[src/hdl/quaternion_rotate_vector_macros.svh]
// ----------------------------------------------------------------------------
// quaternion_rotate_vector_macros.svh
// assertion macros shared by the rotation pipeline
// ----------------------------------------------------------------------------
`ifndef QUATERNION_ROTATE_VECTOR_MACROS_SVH
`define QUATERNION_ROTATE_VECTOR_MACROS_SVH

// same-cycle implication, checked while out of reset
`define QRV_ASSERT_NOW(lbl, ante, cons, msg) \
  lbl: assert property (@(posedge clk) disable iff (!rst_n) (ante) |-> (cons)) \
    else $error(msg);

// next-cycle implication, checked while out of reset
`define QRV_ASSERT_NEXT(lbl, ante, cons, msg) \
  lbl: assert property (@(posedge clk) disable iff (!rst_n) (ante) |=> (cons)) \
    else $error(msg);

`endif

[src/hdl/qrv_pkg.sv]
// ----------------------------------------------------------------------------
// qrv_pkg
// widths and latencies of the quaternion rotation pipeline
// ----------------------------------------------------------------------------
package qrv_pkg;

  localparam int DW     = 16;           // field width
  localparam int TW     = 34;           // q*(0,v) terms
  localparam int PW     = TW + DW;      // t times a quaternion part
  localparam int NW     = 52;           // rotated numerators
  localparam int N2W    = 33;           // squared norm
  localparam int RW     = NW + 1;       // divider remainder
  localparam int QB     = 16;           // quotient bits per divide

  localparam int DIV_LAT = QB + 3;      // sign, setup, bit stages, saturate
  localparam int PRE_LAT = 4;           // products, sums, products, sums
  localparam int LAT     = PRE_LAT + DIV_LAT + 1;

  localparam logic [DW-1:0] SAT_POS = 16'h7FFF;
  localparam logic [DW-1:0] SAT_NEG = 16'h8000;

endpackage

[src/hdl/qrv_div.sv]
// ----------------------------------------------------------------------------
// qrv_div
// pipelined signed divide, round half away from zero, 16-bit saturate
// ----------------------------------------------------------------------------
module qrv_div (
  input  logic                          clk,
  input  logic                          en,
  input  logic signed [qrv_pkg::NW-1:0] num,
  input  logic [qrv_pkg::N2W-1:0]       den,
  output logic [qrv_pkg::DW-1:0]        res,
  output logic                          clip
);
  import qrv_pkg::*;

  // sign split
  logic            a_neg_r;
  logic [NW-1:0]   a_mag_r;
  logic [N2W-1:0]  a_den_r;

  // bit stages, index 0 is the setup stage
  logic [RW-1:0]   rem_r [QB+1];
  logic [N2W:0]    d2_r  [QB+1];
  logic [QB-1:0]   qt_r  [QB+1];
  logic            neg_r [QB+1];
  logic            ovf_r [QB+1];

  logic [RW-1:0]   m_nxt;
  logic [RW-1:0]   lim_nxt;
  logic [RW-1:0]   rem_nxt [QB];
  logic [QB-1:0]   qt_nxt  [QB];
  logic [RW-1:0]   sub     [QB];

  logic [DW-1:0]   res_nxt;
  logic            clip_nxt;
  logic [DW-1:0]   res_r;
  logic            clip_r;

  always_comb begin
    m_nxt   = {a_mag_r, 1'b0} + RW'(a_den_r);
    lim_nxt = RW'({a_den_r, 1'b0}) << QB;
  end

  always_comb begin
    for (int k = 0; k < QB; k++) begin
      sub[k]     = RW'(d2_r[k]) << (QB - 1 - k);
      rem_nxt[k] = rem_r[k];
      qt_nxt[k]  = qt_r[k];
      if (rem_r[k] >= sub[k]) begin
        rem_nxt[k]            = rem_r[k] - sub[k];
        qt_nxt[k][QB - 1 - k] = 1'b1;
      end
    end
  end

  // saturate the finished quotient
  always_comb begin
    res_nxt  = qt_r[QB];
    clip_nxt = 1'b0;
    if (ovf_r[QB]) begin
      clip_nxt = 1'b1;
      res_nxt  = neg_r[QB] ? SAT_NEG : SAT_POS;
    end else if (neg_r[QB]) begin
      if (qt_r[QB] > SAT_NEG) begin
        clip_nxt = 1'b1;
        res_nxt  = SAT_NEG;
      end else begin
        res_nxt  = DW'(~qt_r[QB] + 1'b1);
      end
    end else if (qt_r[QB][QB-1]) begin
      clip_nxt = 1'b1;
      res_nxt  = SAT_POS;
    end
  end

  always_ff @(posedge clk) begin
    if (en) begin
      a_neg_r  <= num[NW-1];
      a_mag_r  <= num[NW-1] ? NW'(-num) : NW'(num);
      a_den_r  <= den;

      rem_r[0] <= m_nxt;
      d2_r[0]  <= {a_den_r, 1'b0};
      qt_r[0]  <= '0;
      neg_r[0] <= a_neg_r;
      ovf_r[0] <= m_nxt >= lim_nxt;

      for (int k = 0; k < QB; k++) begin
        rem_r[k+1] <= rem_nxt[k];
        d2_r[k+1]  <= d2_r[k];
        qt_r[k+1]  <= qt_nxt[k];
        neg_r[k+1] <= neg_r[k];
        ovf_r[k+1] <= ovf_r[k];
      end

      res_r  <= res_nxt;
      clip_r <= clip_nxt;
    end
  end

  assign res  = res_r;
  assign clip = clip_r;

endmodule

[config.mk]
export PLATFORM = sky130hd
export DESIGN_NAME = qrv_div
export DESIGN_NICKNAME = d
export VERILOG_FILES = /design/src/hdl/quaternion_rotate_vector_macros.svh /design/src/hdl/qrv_pkg.sv /design/src/hdl/qrv_div.sv
export SDC_FILE = /design/constraint.sdc
export NUM_CORES = 2
export LEC_CHECK = 0
export ABC_CLOCK_PERIOD_IN_PS = 6500
export BUFFER_PORTS_ARGS = -buffer_cell sky130_fd_sc_hd__buf_2
export CAP_MARGIN = 0
export CORE_MARGIN = 5
export CORE_UTILIZATION = 29
export DETAILED_ROUTE_END_ITERATION = 8
export GPL_TIMING_DRIVEN = 0
export PLACE_DENSITY = 0.48
export SKIP_CTS_REPAIR_TIMING = 1
export SYNTH_ARGS = -nofsm -noshare
export SYNTH_HDL_FRONTEND = slang
export SYNTH_SLANG_ARGS = --single-unit
[constraint.sdc]
create_clock -name clk -period 6.5 [get_ports clk]
set_input_delay 0 -clock clk [delete_from_list [all_inputs] [get_ports clk]]
set_output_delay 0 -clock clk [all_outputs]
set_load 0.1 [all_outputs]
* After elaboration in Yosys (flattened, before gate mapping) *
Memory sizes are Yosys's and may differ from the RTL's.
Cells that the tools add are included.

cells by class
  $add $sub $neg = 19
  $lt $le $gt $ge = 18
  muxes and demuxes = 43
  bitwise operators = 1

operators by type and width
  kind                                          count
  2-to-1 mux 53 bit                             16
  2-to-1 mux 16 bit                             4
  adder 53 x 33 -> 53 bit                       1
  greater-or-equal comparator 53 x 34 -> 1 bit  1
  greater-or-equal comparator 53 x 35 -> 1 bit  1
  greater-or-equal comparator 53 x 36 -> 1 bit  1
  greater-or-equal comparator 53 x 37 -> 1 bit  1
  greater-or-equal comparator 53 x 38 -> 1 bit  1
  greater-or-equal comparator 53 x 39 -> 1 bit  1
  greater-or-equal comparator 53 x 40 -> 1 bit  1
  greater-or-equal comparator 53 x 41 -> 1 bit  1
  greater-or-equal comparator 53 x 42 -> 1 bit  1
  greater-or-equal comparator 53 x 43 -> 1 bit  1
  greater-or-equal comparator 53 x 44 -> 1 bit  1
  greater-or-equal comparator 53 x 45 -> 1 bit  1
  greater-or-equal comparator 53 x 46 -> 1 bit  1
  greater-or-equal comparator 53 x 47 -> 1 bit  1
  greater-or-equal comparator 53 x 48 -> 1 bit  1
  greater-or-equal comparator 53 x 49 -> 1 bit  1
  greater-or-equal comparator 53 x 50 -> 1 bit  1
  subtractor 53 x 34 -> 53 bit                  1
  subtractor 53 x 35 -> 53 bit                  1
  subtractor 53 x 36 -> 53 bit                  1
  subtractor 53 x 37 -> 53 bit                  1
  19 further kinds                              39

word-level totals
  register bits = 103
  RAM bits = 1785
  output and inout port bits = 17
  word-level logic and storage cells = 92
  memories kept = 5

memory list
  name   words  bits a word  read ports  clocked after memory_dff  wr ports  RTL line       text
  rem_r  17     53           16          0                         17        qrv_div.sv:21  logic [RW-1:0] rem_r [QB+1];
  d2_r   17     34           16          0                         17        qrv_div.sv:22  logic [N2W:0] d2_r [QB+1];
  qt_r   17     16           17          0                         17        qrv_div.sv:23  logic [QB-1:0] qt_r [QB+1];
  neg_r  17     1            17          0                         17        qrv_div.sv:24  logic neg_r [QB+1];
  ovf_r  17     1            17          0                         17        qrv_div.sv:25  logic ovf_r [QB+1];

* Depth between registers and ports, before layout *
An unclocked memory read counts as a cell.

  word-level depth = 6
  gate-level depth with buffers = 24

* Worst setup path before layout *
OpenSTA, ideal clock, no wires.

  path kind = flip-flop to flip-flop
  start point = register a_den_r[1]
  end point = memory ovf_r[0] (data pin)
  setup time = 0.129 ns
  arrival = 5.345 ns
  required time = 6.371 ns
  path slack = 1.026 ns
  stages on the path, launching flop included = 25
  cell sequence = edfxtp_1 ha_1 inv_1 fa_1 nor2b_1 o31a_1 o211a_1 a31o_1 a221o_1 a31o_2 a221oi_2 o21ai_1 and2_1 o41ai_2 xnor2_1 ha_1 nand4_1 nor2_1 nand4_1 or4_1 or4_1 or4_1 or4_1 nor2_1 or4b_1

RTL lines
  what                      RTL line       text
  start: declaration        qrv_div.sv:18  logic [N2W-1:0] a_den_r;
  start signal: assignment  qrv_div.sv:79  a_den_r <= den;
  end: declaration          qrv_div.sv:25

==> impl_metrics.json <==
{
  "timing.fmax_mhz": 153.6,
  "rsz_0062_raised_after_global_routing": "yes",
  "syn_area_mm2": 0.09063,
  "initialDrtViolationCount": 3787,
  "vias": 63700,
  "synth_async_sr_flop_share_pct": 0,
  "cellLeakagePower_nw": 40.58,
  "num_io_pins": 104,
  "synth_cells": 8178,
  "timing.critical_path.buf_inv": 0,
  "timing_hold_violations_final": 0,
  "synth-edff-count": 1633,
  "finalWorstSetupSlack_ns": -0.009845,
  "antenna_found_initial": 9,
  "grt_max_degree": 176,
  "postRouteWirelength_um": 261300,
  "dp_hpwl_um": 205200,
  "violations": "negative setup slack",
  "synth_flop_cell": "edfxtp_1",
  "worst-r2r-cell-count": 21,
  "place_worst_setup_slack_ns": -1.446,
  "timing_worst_setup_path_type": "flip-flop to flip-flop",
  "gpl.final_weighted_congestion": 0.9482,
  "maxSlewViolCount": 0,
  "via_count_of_the_first_global_routing_pass": 64580,
  "via_per_inst": 4.907,
  "clkSinkCount": 1633,
  "critPathMaxStageDelay_ns": 0.51,
  "ff2ff_setup_slack_ns": -0.01,
  "highest_net_fanout_along_the_worst_path": 4,
  "vdd_ir_drop_max_mv": 0.2384,
  "fin_hold_ws_ns": 0.02010,
  "worstHoldStart": "num[45]",
  "layout_min_cycle_time_ns": 6.510,
  "wl_per_cell_um": 20.13,
  "final_layout_size_suffix_gt1_share_pct": 6.585,
  "globalRouteOverflowTotal": 0,
  "path_clk_slew_ns": 0.06,
  "fp-row-count": 205,
  "timing.rr.end": "ovf_r[0]",
  "crit-reg2reg-launch": "a_den_r[8]",
  "dieArea_mm2": 0.3238,
  "finish.net_count": 9392,
  "htree_levels": 4,
  "worst_path_most_repeated_cell": "or4_1",
  "drt.antenna.violating_nets": 0,
  "min_period_over_period_pct": 100.2,
  "floorplan.initialDensity_pct": 29.08,
  "fillCellCount": 30930,
  "cts.root.buffer_cell": "clkbuf_16",
  "worst_ep_arrival_time_ns": 7.23,
  "pwr_density_cell_mw_per_mm2": 426.6,
  "first_pass_iters": 5,
  "area_added_between_synthesis_and_finish_pct": 16.00,
  "min-delay-path-class": "input pin to flip-flop",
  "cp_cell_sequence": "ha_1 > or4_4 > o211a_1 > a31o_1 > a221o_1 > a31o_4 > a221oi_4 > o21ai_2 > and2_1 > o41ai_2 > xnor2_1 > ha_1 > nand4_1 > nor2_4 > nand4_1 > or4_1 > or4_1 > or4_1 > or4_4 > nor2_4 > or4b_4",
  "timing.setup.tns_ns": -0.009845,
  "die_height_um": 569.0,
  "yosys_warnings": 0,
  "status": "complete, but fails checks",
  "maxCapViolations": 0,
  "overall_die_width_um": 569.0,
  "net_count_after_synthesis": 8875,
  "kind_of_cell_adding_the_most_delay_to_the_critical_path": "simple AND/OR/NAND/NOR gates",
  "worstHoldPathCells": 3,
  "drcViolationCount": 0,
  "clk_path_buf_depth": 4,
  "synth_cell_types": 86,
  "crit_slowest_cell": "edfxtp_1",
  "min_to": "a_mag_r[45]",
  "critPathCaptureType": "flip-flop",
  "syn_avg_cell_area_um2": 11.08,
  "worst_clock_skew_ns": 0.07112,
  "synth-seq-area-share_pct": 54.11,
  "grt_first_pass_wirelength_um": 394300,
  "setup-violations-final": 1,
  "inserted_clock_buffers": 193,
  "cts_tree": "built",
  "fp.coreArea_mm2": 0.3116,
  "grt_use_total_pct": 15.62,
  "clock_latency_at_the_later_pin_of_the_worst_skew_pair_ns": 0.86,
  "synth-seq-cells": 1633,
  "max_slew.worst_pin.slew_ns": 1.219,
  "startpoint_type": "flip-flop",
  "timing.critical_path.required_ns": 7.22,
  "port-buffer-count": 103,
  "timing.max_slew.rel_slack_pct": 18.01
}
-- cell families after synthesis --
logic type               Yosys count  synth area share [%]
multiplexers                      89                 1.096
AO/OA/AOI/OAI                   2128                 14.54
AND/OR/NAND/NOR                 2121                 11.31
XOR/XNOR                         683                 6.601
flip-flops                      1633                 54.11
buffers and inverters            914                 3.797
adder cells (fa/ha/maj)          610                 8.554
-- through the flow --
| step | std cells | utilization, % | power (W) | instance area (um2) |
|---|---|---|---|---|
| final | 12980 | 33.73 | 0.04485 | 105100 |
| after CTS | 12770 | 33.04 | 0.04509 | 103000 |
| after global placement | 12420 | 30.91 | 0.03432 | 96320 |
| after floorplan | 8178 | - | 0.02859 | 90630 |
| after detailed placement | 12440 | 31.02 | 0.03386 | 96670 |
| after global routing | 12980 | 33.73 | 0.04781 | 105100 |
-- layout make-up --
type	instances	area (um2)	area share [%]
multi-input combinational	5631	38310	36.44
buffer	202	768.2	0.7307
clock buffer	222	4981	4.738
sequential	1633	49040	46.64
timing repair buffer	324	2865	2.725
tap	4140	5180	4.927
inverter	710	2665	2.535
antenna	3	7.507	0.007141
clock inverter	116	1319	1.254
-- layer usage --
layer / vias up / global-route usage, % / wire length [um]
li1: 31150 / - / -
met1: 30750 / 17.90 / 105100
met2: 1331 / 29.11 / 135100
met3: 467 / 1.855 / 8211
met4: 0 / 6.788 / 12920
met5: - / 0 / 0
-- worst min-delay path: stages --
cell           delay [ns]
dlygate4sd3_1        0.51
buf_2                0.12
xnor2_1              0.11
-- worst max-delay path by stage --
stage	start	to	slack (ns)	cells after the start
global route	a_den_r[1]	ovf_r[0]	-0.27	24
finish	a_den_r[8]	ovf_r[0]	-0.01	21
CTS	a_den_r[3]	ovf_r[0]	-1.49	21
detailed placement	a_den_r[3]	ovf_r[0]	-1.45	21
floorplan	a_den_r[1]	ovf_r[0]	1.03	24
global placement	en	res[5]	-21.38	1
-- where the power goes --
group          internal (W)  leakage, nW  switching, W
clock network       0.00654         3.07       0.00440
registers            0.0149         15.8       0.00169
logic               0.00710         21.7        0.0102
total                0.0286         40.6        0.0163
-- synthesized netlist by cell type, drive strengths merged, types with 15 or more instances --
library cell	number	share of area, %
edfxtp	1633	54
inv	710	2.9
a21oi	673	3.7
nand2	627	2.6
ha	594	8.2
o21ai	553	3.1
nor2	534	2.2
xnor2	392	3.8
a21o	326	2.7
xor2	291	2.8
clkbuf	165	0.68
nand3	154	0.86
nor3	140	0.77
nand4	112	0.77
nor2b	96	0.66
nand2b	89	0.61
nor4	87	0.61
o21a	84	0.70
mux2	82	1.0
a31oi	67	0.46
o21bai	64	0.53
and3	59	0.41
o31ai	58	0.48
or3	55	0.38
a211oi	42	0.36
buf	39	0.17
or4	34	0.29
o211ai	32	0.27
or2	26	0.18
and2	22	0.15
nor4b	21	0.20
a211o	18	0.17
o31a	17	0.16
o41ai	17	0.18
a221oi	16	0.16
a31o	16	0.15
and4	16	0.15
fa	16	0.35
nand3b	15	0.12
-- cells in the final DEF (no fill, tap or decap), types with 55 or more instances in the layout --
cell type	n
nor3_1	138
edfxtp_1	1633
nor4_1	83
ha_1	593
xor2_1	291
buf_2	111
dlygate4sd3_1	192
a31oi_1	65
nand2b_1	89
nor2b_1	96
nand3_1	153
a21oi_1	673
clkbuf_1	190
nor2_1	532
o31ai_1	57
a21o_1	326
inv_1	709
nand2_1	627
or3_1	55
mux2_2	82
nand4_1	112
clkbuf_16	195
o21a_1	84
o21ai_0	535
and3_1	59
o21bai_1	64
xnor2_1	392
-- registers in the layout (all words and copies together) (netlist names) --
register,cells
a_mag_r,52
ovf_r,17
neg_r,17
a_den_r,33
rem_r,848
d2_r,512
res,16
clip,1
qt_r,136
a_neg_r,1
No activity file was read; power rests on OpenSTA's default activity.
